## src/rtl/core/ftnd_pkg.sv

```systemverilog
// Shared types, constants and codes of the number density unit.
package ftnd_pkg;

  localparam int unsigned CFG_ADDR_W  = 4;
  localparam int unsigned QUEUE_DEPTH = 2;
  localparam int unsigned DIV_X_W     = 96;
  localparam int unsigned DIV_D_W     = 64;
  localparam int unsigned QUO_W       = 48;

  localparam logic [31:0] NEUTRON_Q31  = 32'd2166091413;
  localparam logic [31:0] AVOGADRO_Q32 = 32'd2586489762;
  localparam logic [47:0] MAX48        = 48'hFFFF_FFFF_FFFF;
  localparam logic [63:0] ONE_Q30      = 64'h0000_0000_4000_0000;
  localparam logic [63:0] ONE_Q40      = 64'h0000_0100_0000_0000;

  typedef enum logic [1:0] {
    REG_DENSITY_VALUE      = 2'd0,
    REG_FRACTION_IS_WEIGHT = 2'd1,
    REG_DENSITY_IS_MASS    = 2'd2
  } reg_idx_e;

  typedef struct packed {
    logic [31:0] fraction;
    logic [39:0] molar_mass;
    logic        last;
    logic        store;
  } item_t;

  typedef enum logic [4:0] {
    ST_IDLE,
    ST_SUM_MUL0,
    ST_SUM_MUL1,
    ST_SUM_ADD,
    ST_SUM_DIV_GO,
    ST_SUM_DIV_WAIT,
    ST_K_MUL,
    ST_K_ROUND,
    ST_READ,
    ST_FETCH,
    ST_N_MUL,
    ST_N_PROD,
    ST_T_DIV_GO,
    ST_T_DIV_WAIT,
    ST_T_MUL0,
    ST_T_MUL1,
    ST_T_PROD,
    ST_N_DIV_WAIT,
    ST_OUT,
    ST_CLEAR
  } back_state_e;

endpackage

```

## src/rtl/core/ftnd_queue.sv

```systemverilog
// Short queue between the front and back ends.
module ftnd_queue (
  input  logic            clk_i,
  input  logic            rst_ni,
  input  logic            push_valid_i,
  output logic            push_ready_o,
  input  ftnd_pkg::item_t push_data_i,
  output logic            pop_valid_o,
  input  logic            pop_ready_i,
  output ftnd_pkg::item_t pop_data_o
);

  localparam int unsigned PW = $clog2(ftnd_pkg::QUEUE_DEPTH);
  localparam int unsigned NW = $clog2(ftnd_pkg::QUEUE_DEPTH + 1);

  ftnd_pkg::item_t entry_q [ftnd_pkg::QUEUE_DEPTH];
  logic [PW-1:0]   wr_q, rd_q;
  logic [NW-1:0]   num_q;
  logic            push, pop;

  assign push_ready_o = (num_q != NW'(ftnd_pkg::QUEUE_DEPTH));
  assign pop_valid_o  = (num_q != '0);
  assign push         = push_valid_i && push_ready_o;
  assign pop          = pop_valid_o && pop_ready_i;
  assign pop_data_o   = entry_q[rd_q];

  always_ff @(posedge clk_i or negedge rst_ni) begin
    if (!rst_ni) begin
      wr_q  <= '0;
      rd_q  <= '0;
      num_q <= '0;
    end else begin
      if (push) begin
        wr_q <= (wr_q == PW'(ftnd_pkg::QUEUE_DEPTH - 1)) ? '0 : wr_q + 1'b1;
      end
      if (pop) begin
        rd_q <= (rd_q == PW'(ftnd_pkg::QUEUE_DEPTH - 1)) ? '0 : rd_q + 1'b1;
      end
      if (push && !pop) begin
        num_q <= num_q + 1'b1;
      end else if (pop && !push) begin
        num_q <= num_q - 1'b1;
      end
    end
  end

  always_ff @(posedge clk_i) begin
    if (push) begin
      entry_q[wr_q] <= push_data_i;
    end
  end

endmodule

```

## config.mk

```make
export PLATFORM = sky130hd
export DESIGN_NAME = ftnd_queue
export DESIGN_NICKNAME = d
export VERILOG_FILES = /design/src/rtl/core/ftnd_pkg.sv /design/src/rtl/core/ftnd_queue.sv
export SDC_FILE = /design/constraint.sdc
export NUM_CORES = 1
export LEC_CHECK = 0
export BUFFER_PORTS_ARGS = -buffer_cell sky130_fd_sc_hd__buf_2
export CAP_MARGIN = 20
export CORE_MARGIN = 2
export CORE_UTILIZATION = 40
export DETAILED_ROUTE_END_ITERATION = 10
export HOLD_SLACK_MARGIN = 0.12
export PLACE_DENSITY_LB_ADDON = 0.1
export SLEW_MARGIN = 10
export SYNTH_ARGS = -nofsm -noshare
export SYNTH_HDL_FRONTEND = slang
export SYNTH_SLANG_ARGS = --single-unit
```

## constraint.sdc

```tcl
create_clock -name clk_i -period 5.6 [get_ports clk_i]
set_input_delay 0.56 -clock clk_i [delete_from_list [all_inputs] [get_ports clk_i]]
set_output_delay 0.56 -clock clk_i [all_outputs]
set_load 0.05 [all_outputs]
```

# Yosys cells after proc, flatten, opt, wreduce, memory -nomap -nowiden
# Memory sizes are Yosys's and may differ from the RTL's.
# Index checks and enable logic that the tools add are counted.
[classes] add_sub_neg=4 n_eq_ne=1 muxes=6 n_reduce_logical=8
[ops] op="logical AND 1 bit" n=4
[ops] op="2-to-1 mux 1 bit" n=4
[ops] op="2-to-1 mux 2 bit" n=2
[ops] op="nonzero test 2 bit" n=2
[ops] op="adder 1 bit, second input constant" n=2
[ops] op="adder 2 x 1 -> 2 bit, second input constant" n=1
[ops] op="zero test 1 bit" n=2
[ops] op="!= test 2 bit, second input constant" n=1
[ops] op="subtractor 2 x 1 -> 2 bit, second input constant" n=1
[word_totals] register_bits=4 ram_bits=148 output_inout_bits=76 elab_cells=23 mem_count=1
[memory_table] name="entry_q" words=2 width=74 read_ports=1 rd_ports_with_merged_regs=0 write_ports=1 line="ftnd_queue.sv:16" source="ftnd_pkg::item_t entry_q [ftnd_pkg::QUEUE_DEPTH];"

# Logic depth before layout (Yosys ltp)
# Gate-level depths: netlist of the first run.
[logic_depth] word_depth=6 ltp_mapped=7

# Worst setup path after synthesis of the first run
# Ideal clock, no wire load.
[synth_path] path_kind="reg2reg" from="register num_q[0]" to="memory entry_q[0][0] (netlist name) (enable)" setup_ns=0.507 arrival_time_ns=4.159 required_ns=5.093 slack_ns=0.934 stages_incl_launch_ff=4 path_cell_list="dfrtp_1 > nand2b_1 > nand2_1 > nor2_1"
[synth_between] elab_chain_cells=4
[synth_lines] element="start: declaration" line="ftnd_queue.sv:18" source="logic [NW-1:0] num_q;"
[synth_lines] element="start signal: assignment" line="ftnd_queue.sv:40" source="num_q <= num_q + 1'b1;"
[synth_lines] element="start signal: assignment" line="ftnd_queue.sv:42" source="num_q <= num_q - 1'b1;"
[synth_lines] element="!= test 2 bit" line="ftnd_queue.sv:21" source="assign push_ready_o = (num_q != NW'(ftnd_pkg::QUEUE_DEPTH));"
[synth_lines] element="via push_ready_o" line="ftnd_queue.sv:6" source="output logic push_ready_o,"
[synth_lines] element="logical AND 1 bit" line="ftnd_queue.sv:23" source="assign push = push_valid_i && push_ready_o;"
[synth_lines] element="2-to-1 mux 1 bit" line="ftnd_queue.sv:48" source="if (push) begin"
[synth_lines] element="2-to-1 mux 1 bit (implied by the code)" line="ftnd_queue.sv:49" source="entry_q[wr_q] <= push_data_i;"
[synth_lines] element="end: declaration" line="ftnd_queue.sv:16"
# The timed path passes the listed nets, and every way through them passes these cells.

==> impl_metrics.ini, run 1 <==
[global_routing]
grt_max_degree = 75
grt_pass1_wl_mm = 14.9
grt_pass1_vias = 2956
grtUsageMet1_pct = 14.8
grt-ovfl-total = 0
use_met2_pct = 22.4
busiest_layer = met2
grt_usage_pct = 13.6
grtUsageMet3_pct = 6.41
antenna_found_initial = 1

[sta]
final_hold_viol_count = 0
tns_ps = 0
min_period_ps = 3120
worstMarginPinSlew_ps = 951
finalMaxSlewViolations = 0
setup_viol = 0
max_freq_mhz = 320
whs_ps = 330
fin_skew_ps = 7.61
relSlewSlack_pct = 36.4
grt_setup_unrepaired = false
post-route-period-util_pct = 55.8

[synthesis]
synth_cells = 248
yosys_warnings = 0
synth_fp_nets = 327
seq_area_frac_synth_pct = 79.2
ys_seq_elements = 152
syn-cell-area_mm2 = 0.00574
synth_cell_types = 15
synth_area_per_cell_um2 = 23.1
synth_top_area_share_pct = 77.5
synth_area_leader_cell = edfxtp_1
synth_area_leaders = edfxtp_1 (77%), mux2_4 (13%), mux2_2 (4.7%)

[worst_setup_path]
slowest_stage = dfrtp_4
cp-start-kind = flip-flop
cp_top_family = flip-flops
required_ps = 5040
path_buf_inv = 2
crit_cells = 3
r2r_end = entry_q[0][31]$_DFFE_PP_
cpPeakStageDelay_ps = 860
cp_data_arrival_time_ps = 2560
reg2reg_depth = 4
ff2ff_setup_slack_ps = 3080
path_class = reg -> out
path_cells = buf_4 -> mux2_2 -> buf_2
crit_fanout = 42
rr_startpoint = num_q[0]$_DFFE_PN0P_
cp-end-kind = output port
crit_end = pop_data_o[54]
cp-startpoint = rd_q$_DFFE_PN0P_

[floorplan]
num_rows = 43
start_util_pct = 41.2
die_y_um = 124
die_x_um = 124
pin_count = 154
die-area_mm2 = 0.0153
core_region_area_mm2 = 0.0139

[drt]
wl_per_cell_um = 16.4
drcViolationCount = 0
ant_nets = 0
viasPerCell = 4.65
first_pass_iters = 6
drt_iter0_drc = 124
via_count = 2830
finalWirelength_mm = 9.97

[clocking]
htree_levels = 4
cts_sinks = 152
clkTransAtPathRegs_ps = 60
clock_latency_ps = 410
root_buffer = clkbuf_16
postCtsSetupBuffers = 0
cts_tree = yes
clock_path_buffers = 2
cts_made_buffers = 17

[run]
drv_cap = 0

[placed_design]
placed_area_mm2 = 0.00668
hpwlAfterDp_mm = 6.23
port_buffers = 153
gp_congestion = 0.658

[layout]
nets = 495
syn2layout_area_growth_pct = 28.1
diodes = 0
fin_area_mm2 = 0.00735
drive_above_1_share_pct = 61.1

[pwr]
p_leak_nw = 2.90
finalPower_mw = 4.77
peakVddDrop_mv = 0.337
p_per_area_mw_per_mm2 = 649

[worst_hold_path]
hp-class = in -> reg

[run_status]
outcome = complete, no violations
-- worst reg2reg max path: cells and delay by family (launching register included) --
family	cells	cell delay (ps)
buffers and inverters	1	670
flip-flops	1	400
AND/OR/NAND/NOR	3	1070
-- cell families after synthesis --
kind of cell	Yosys count	share of synthesized area (%)
adder cells (fa/ha/maj)	1	0.218
flip-flops	152	79.2
AND/OR/NAND/NOR	7	0.589
buffers and inverters	9	1.42
XOR/XNOR	5	0.763
multiplexers	74	17.8
-- registers in the layout (all words and copies together) (netlist names) --
name	cells
rd_q	1
entry_q	148
wr_q	1
num_q	2
-- per-stage QoR --
step	setup WS, ps	utilization, %	cells
6_report	2480	52.8	609
2_1_floorplan	934	-	248
5_1_grt	2320	52.8	609
4_1_cts	2390	52.6	608
3_5_place_dp	2840	47.9	575
3_3_place_gp	2850	47.9	575
-- report_power, final --
| part | internal, mW | switching, mW |
|---|---|---|
| Combinational | 0.586 | 1.29 |
| Sequential | 1.56 | 0.134 |
| Clock | 0.783 | 0.425 |
-- layout make-up --
type / instances / area [um^2]
flip-flops and latches: 152 / 4550
well taps: 180 / 225
multi-input cells: 87 / 1120
fillers: 1175 / 6580
repair buffers: 157 / 818
inverters: 1 / 3.75
clock buffers: 17 / 425
clock inverters: 15 / 206
-- routing by layer --
layer / routed length (um) / part of all wire (%) / up-vias
li1: - / - / 1319
met1: 3990 / 40 / 1393
met2: 4940 / 50 / 100
met3: 861 / 8.6 / 16
met4: 164 / 1.6 / 2
met5: 13 / 0.13 / -
-- synthesized netlist by cell type --
cell type and count:
ha_1 1, xnor2_1 3, nor2_1 2, edfxtp_1 148, and3_1 1, nand2b_1 1
buf_2 2, mux2_2 24, buf_6 6, dfrtp_1 4, inv_1 1, or2_2 1
nand2_1 2, mux2_4 50, xor2_1 2
-- worst min-delay path by stage --
stage	from	to	slack, ps	depth (start not counted)
after floorplan	rst_ni	num_q[0]$_DFFE_PN0P_	260	0
after global routing	push_data_i[50]	entry_q[1][50]$_DFFE_PP_	300	1
after detailed placement	rst_ni	num_q[0]$_DFFE_PN0P_	370	1
after CTS	push_data_i[50]	entry_q[0][50]$_DFFE_PP_	310	1
final	push_data_i[64]	entry_q[1][64]$_DFFE_PP_	330	1
after global placement	rst_ni	num_q[0]$_DFFE_PN0P_	370	1
-- layout by cell type, fill, tap and decap left out, types with 3 or more instances in the layout --
| master | netlist | routed |
|---|---|---|
| buf_2 | 2 | 153 |
| edfxtp_1 | 148 | 148 |
| mux2_4 | 50 | 50 |
| mux2_2 | 24 | 24 |
| clkbuf_16 | 0 | 17 |
| bufinv_16 | 0 | 5 |
| clkinv_1 | 0 | 4 |
| xnor2_1 | 3 | 3 |
| clkinvlp_4 | 0 | 3 |
| dfrtp_1 | 4 | 3 |
-- timing repair --
item	4_1_cts	5_1_grt
hold buffers	1	0
gates resized for setup	0	0
hold endpoints to repair	4	0
No activity file was read; power rests on OpenSTA's default activity.
==> run 2, diff against run 1 <==
--- a/config.mk
+++ b/config.mk
@@ -5,6 +5,7 @@
 export SDC_FILE = /design/constraint.sdc
 export NUM_CORES = 1
 export LEC_CHECK = 0
+export ABC_AREA = 1
 export BUFFER_PORTS_ARGS = -buffer_cell sky130_fd_sc_hd__buf_2
 export CAP_MARGIN = 20
 export CORE_MARGIN = 2
==> constraint.sdc (replaced) <==
create_clock -name clk_i -period 2.9 [get_ports clk_i]
set_input_delay 0.29 -clock clk_i [delete_from_list [all_inputs] [get_ports clk_i]]
set_output_delay 0.29 -clock clk_i [all_outputs]
set_load 0.05 [all_outputs]
==> impl_metrics.ini, run 2 <==
[run_status]
outcome = complete, no violations

[run]
drv_cap = 0

[clocking]
clock_latency_ps = 410
clkTransAtPathRegs_ps = 50
htree_levels = 4
clock_path_buffers = 2
cts_sinks = 152
cts_tree = yes
cts_repair_resize_count = 0
root_buffer = clkbuf_16
cts_made_buffers = 17

[synthesis]
synth_top_area_share_pct = 79.6
syn-cell-area_mm2 = 0.00559
async_flop_share_pct = 2.63
synth_area_leaders = edfxtp_1 (80%), nand2_1 (16%), dfrtp_1 (1.8%)
seq_area_frac_synth_pct = 81.3
synth_most_common_cell = nand2_1
ys_seq_elements = 152
synth_common_cells = nand2_1 (232), edfxtp_1 (148), buf_2 (10)
synth_area_leader_cell = edfxtp_1
synthFlopType = edfxtp_1
synth_cells = 415
synth_edf_count = 148
synth_area_per_cell_um2 = 13.5
yosys_warnings = 0
synth_fp_nets = 494
synth_cell_types = 14

[layout]
stdcell_count = 845
largest_registers = entry_q x148, num_q x2
multiInputGateArea_um2 = 940
fillers = 1143
drive_above_1_share_pct = 28.6
most-common-layout-cells = nand2_1 (232), buf_2 (153), edfxtp_1 (148)
fin_area_mm2 = 0.00793
largest_reg_flops = 148
diodes = 0
nets = 733
syn2layout_area_growth_pct = 41.9
register_area_mm2 = 0.00455
fin_util_pct = 57.5
mostFrequentLayoutCell = nand2_1
largest-register = entry_q

[drt]
via_count = 3759
drt_iter0_drc = 189
first_pass_iters = 4
drcViolationCount = 0
viasPerCell = 4.45
wl_per_cell_um = 13.6
finalWirelength_mm = 11.5
ant_nets = 0

[floorplan]
pin_count = 154
num_rows = 43
die_y_um = 122
core_region_area_mm2 = 0.0138
die_x_um = 122
die-area_mm2 = 0.0149
start_util_pct = 40.6

[placed_design]
placed_area_mm2 = 0.00659
port_buffers = 153
hpwlAfterDp_mm = 6.84
dp_cells = 740
gp_congestion = 0.679

[worst_setup_path]
required_ps = 2610
crit_fanout = 75
path_cells = buf_4 -> nand2_1 -> nand2_1 -> buf_2
path_class = reg -> out
cp_common_cell = nand2_1
slowest_stage = buf_4
cp_top_family = buffers and inverters
cp-end-kind = output port
rr_startpoint = num_q[0]$_DFFE_PN0P_
cp-startpoint = rd_q$_DFFE_PN0P_
cp-start-kind = flip-flop
cp_data_arrival_time_ps = 1960
cpPeakStageDelay_ps = 660
path_buf_inv = 2

[pwr]
p_per_area_mw_per_mm2 = 1180
p_comb_share_pct = 43.5
peakVddDrop_mv = 0.655
clkPwrFrac_pct = 23.3
swShare_pct = 44.1
intPower_mw = 5.24
p_switching_mw = 4.13
p_seq_share_pct = 33.2
p_leak_nw = 3.42

[sta]
finalMaxSlewViolations = 0
min_period_ps = 2250
max_freq_mhz = 445
relSlewSlack_pct = 44.1
post-route-period-util_pct = 77.5
final_hold_viol_count = 0
setup_viol = 0
grt_setup_unrepaired = false
worstMarginPinSlew_ps = 838
fin_skew_ps = 5.23

[global_routing]
grt_usage_pct = 16.0
grt_pass1_vias = 3587
antenna_found_initial = 0
grt_max_degree = 76
grt_pass1_wl_mm = 17.5
grt-ovfl-total = 0

[worst_hold_path]
hp-class = in -> reg
min_from = pop_ready_i
run 2: what timing repair did:
item / in CTS / in global routing
buffers inserted: 0 / 0
endpoints found under the hold margin: 152 / 0
hold buffers: 75 / 0
run 2: power groups by stage:
stage	Clock (mW)	Combinational [mW]	Sequential, mW
floorplan	0	3.06	3.17
global placement	0	4.04	3.15
detailed placement	0	4.05	3.16
CTS	2.22	4.14	3.12
global route	2.33	4.37	3.16
finish	2.18	4.08	3.12
run 2: final cells by class:
class | count | area share (%)
clock buffers | 17 | 5.37
clock inverters | 13 | 2.04
inverters | 7 | 0.332
multi-input cells | 240 | 11.9
flip-flops and latches | 152 | 57.4
well taps | 180 | 2.84
repair buffers | 236 | 20.2
run 2: metal layers:
metal / GRT usage, % / part of all wire, %
met1: 18.7 / 42
met2: 26.9 / 51
met3: 5.29 / 6.0
met4: 7.40 / 1.7
met5: 0 / 0
run 2: path summary, 6_finish.rpt:
| path | to | slack, ps | cells after the start |
|---|---|---|---|
| setup / recovery | pop_data_o[16] | 650 | 4 |
| hold / removal | rd_q$_DFFE_PN0P_ | 140 | 3 |
| setup reg to reg | entry_q[0][5]$_DFFE_PP_ | 1060 | 5 |
| hold reg to reg | num_q[1]$_DFFE_PN0P_ | 520 | 2 |
| max in group asynchronous | rd_q$_DFFE_PN0P_ | 2520 | 2 |
| min in group asynchronous | num_q[0]$_DFFE_PN0P_ | 240 | 2 |
run 2: tightest hold or removal path, stage by stage:
cell	delay (ps)
buf_2	90
nand3_1	70
nand2_1	60
run 2: cell families (layout without fill, tap and decap cells):
| family | Yosys count | after routing | share of synthesized area [%] |
|---|---|---|---|
| buf+inv | 23 | 273 | 2.11 |
| simple gates | 237 | 237 | 16.0 |
| flops | 152 | 152 | 81.3 |
| fa+ha+maj | 1 | 1 | 0.224 |
| xor+xnor | 2 | 2 | 0.314 |
run 2: stage by stage:
stage                     TNS (ps)  hold WS, ps  total power [mW]  setup WS (ps)
final                            0          145              9.38            653
after global routing             0          152              9.86            482
after CTS                        0          125              9.48            593
after detailed placement         0          106              7.22           1040
after global placement           0          105              7.19           1060
after floorplan             -73360        -5.59              6.22           -496
==> run 3, diff against run 2 <==
--- a/config.mk
+++ b/config.mk
@@ -5,7 +5,7 @@
 export SDC_FILE = /design/constraint.sdc
 export NUM_CORES = 1
 export LEC_CHECK = 0
-export ABC_AREA = 1
+export ABC_AREA = 0
 export BUFFER_PORTS_ARGS = -buffer_cell sky130_fd_sc_hd__buf_2
 export CAP_MARGIN = 20
 export CORE_MARGIN = 2
==> constraint.sdc (replaced) <==
create_clock -name clk_i -period 2.4 [get_ports clk_i]
set_input_delay 0.24 -clock clk_i [delete_from_list [all_inputs] [get_ports clk_i]]
set_output_delay 0.24 -clock clk_i [all_outputs]
set_load 0.05 [all_outputs]
==> impl_metrics.ini, run 3 (same netlist as run 1, synthesis figures left out) <==
[worst_setup_path]
path_class = reg -> out
required_ps = 2160
cp-end-kind = output port
cp-start-kind = flip-flop
cp_data_arrival_time_ps = 1950
crit_fanout = 21

[sta]
post-route-period-util_pct = 91.1
final_hold_viol_count = 0
worst_slack_ps = 215
tns_ps = 0
finalMaxSlewViolations = 0
grt_setup_unrepaired = false
max_freq_mhz = 458
min_period_ps = 2190
setup_viol = 0
relSlewSlack_pct = 71.8
fin_skew_ps = 6.30
worstMarginPinSlew_ps = 423

[global_routing]
grt-ovfl-total = 0
grt_pass1_vias = 3290
grt_pass1_wl_mm = 16.1
antenna_found_initial = 0
grt_usage_pct = 14.5
grt_max_degree = 75

[clocking]
cts_repair_resize_count = 0
cts_made_buffers = 17
htree_levels = 4
clock_path_buffers = 2
root_buffer = clkbuf_16
cts_sinks = 152
clock_latency_ps = 410
postCtsSetupBuffers = 0
clkTransAtPathRegs_ps = 50
cts_tree = yes

[drt]
ant_nets = 0
via_count = 3096
first_pass_iters = 4
wl_per_cell_um = 15.4
drt_iter0_drc = 141
viasPerCell = 4.50
drcViolationCount = 0
finalWirelength_mm = 10.6

[layout]
diodes = 0
register_area_mm2 = 0.00455
fin_area_mm2 = 0.00810
fillers = 1116
mostFrequentLayoutCell = buf_2
largest_registers = entry_q x148, num_q x2
syn2layout_area_growth_pct = 41.2
multiInputGateArea_mm2 = 0.00113
largest-register = entry_q
drive_above_1_share_pct = 53.0
nets = 574
largest_reg_flops = 148
most-common-layout-cells = buf_2 (153), edfxtp_1 (148), dlygate4sd3_1 (76)

[run]
drv_cap = 0

[run_status]
outcome = complete, no violations

[worst_hold_path]
hp-class = in -> async

[placed_design]
pre_cts_slack_ps = 622
hpwlAfterDp_mm = 6.56
placed_area_mm2 = 0.00678
gp_congestion = 0.705
port_buffers = 153

[pwr]
p_leak_nw = 3.22
peakVddDrop_mv = 0.839
p_per_area_mw_per_mm2 = 1360

[floorplan]
die-area_mm2 = 0.0153
core_region_area_mm2 = 0.0139
pin_count = 154
die_y_um = 124
die_x_um = 124
num_rows = 43
start_util_pct = 41.2
## run 3: cell types whose count changed in the layout (fill, tap and decap cells not counted), sizes merged, moves of 2 or more
cell | previous run | this run
bufinv | 4 | 2
nand3 | 2 | 0
xnor2 | 1 | 3
mux2 | 0 | 74
clkinvlp | 1 | 3
nand2 | 232 | 2
inv | 7 | 1
## run 3: final timing paths
path,from,to,slack (ps),depth (start not counted)
setup / recovery,rd_q$_DFFE_PN0P_,pop_data_o[13],210,3
hold / removal,rst_ni,num_q[0]$_DFFE_PN0P_,180,2
setup reg to reg,num_q[0]$_DFFE_PN0P_,entry_q[1][62]$_DFFE_PP_,720,3
hold reg to reg,num_q[0]$_DFFE_PN0P_,num_q[0]$_DFFE_PN0P_,540,1
max in group asynchronous,rst_ni,rd_q$_DFFE_PN0P_,2080,2
min in group clk_i,push_valid_i,wr_q$_DFFE_PN0P_,230,3
## run 3: repair_timing
action | in CTS | in global routing
hold buffers | 76 | 0
setup endpoints to repair | 0 | 0
endpoints found under the hold margin | 153 | 0
## run 3: per-stage QoR
step / total power [mW] / hold WS (ps) / utilization [%] / cells
floorplan: 7.61 / -55.6 / - / 248
global placement: 8.52 / 53.3 / 48.6 / 580
detailed placement: 8.56 / 57.5 / 48.6 / 580
CTS: 11.2 / 166 / 58.1 / 688
global route: 11.5 / 183 / 58.1 / 688
finish: 11.0 / 183 / 58.1 / 688
## run 3: area by class of cell
type | instances | area share, %
multi-input cells | 87 | 14.0
flip-flops and latches | 152 | 56.1
inverters | 1 | 0.0463
clock buffers | 18 | 5.30
clock inverters | 14 | 1.65
repair buffers | 236 | 20.1
well taps | 180 | 2.78
## run 3: metal layers
metal  global-route usage, %  wire, um  part of all wire, %  up-vias
li1                        -         -                    -     1474
met1                    17.0      4450                   42     1483
met2                    23.7      5150                   49      117
met3                    5.40       746                  7.0       22
met4                    6.89       248                  2.3        0
met5                       0         0                    0        -
## run 3: where the power goes
| part | internal, mW | switching [mW] |
|---|---|---|
| Clock | 1.51 | 0.987 |
| Sequential | 3.63 | 0.239 |
| Combinational | 1.53 | 3.13 |
## run 3: worst max-delay path, cell delays in order (launching register included)
cell and delay, ps:
dfrtp_4 650, buf_4 330, mux2_4 330, buf_2 210
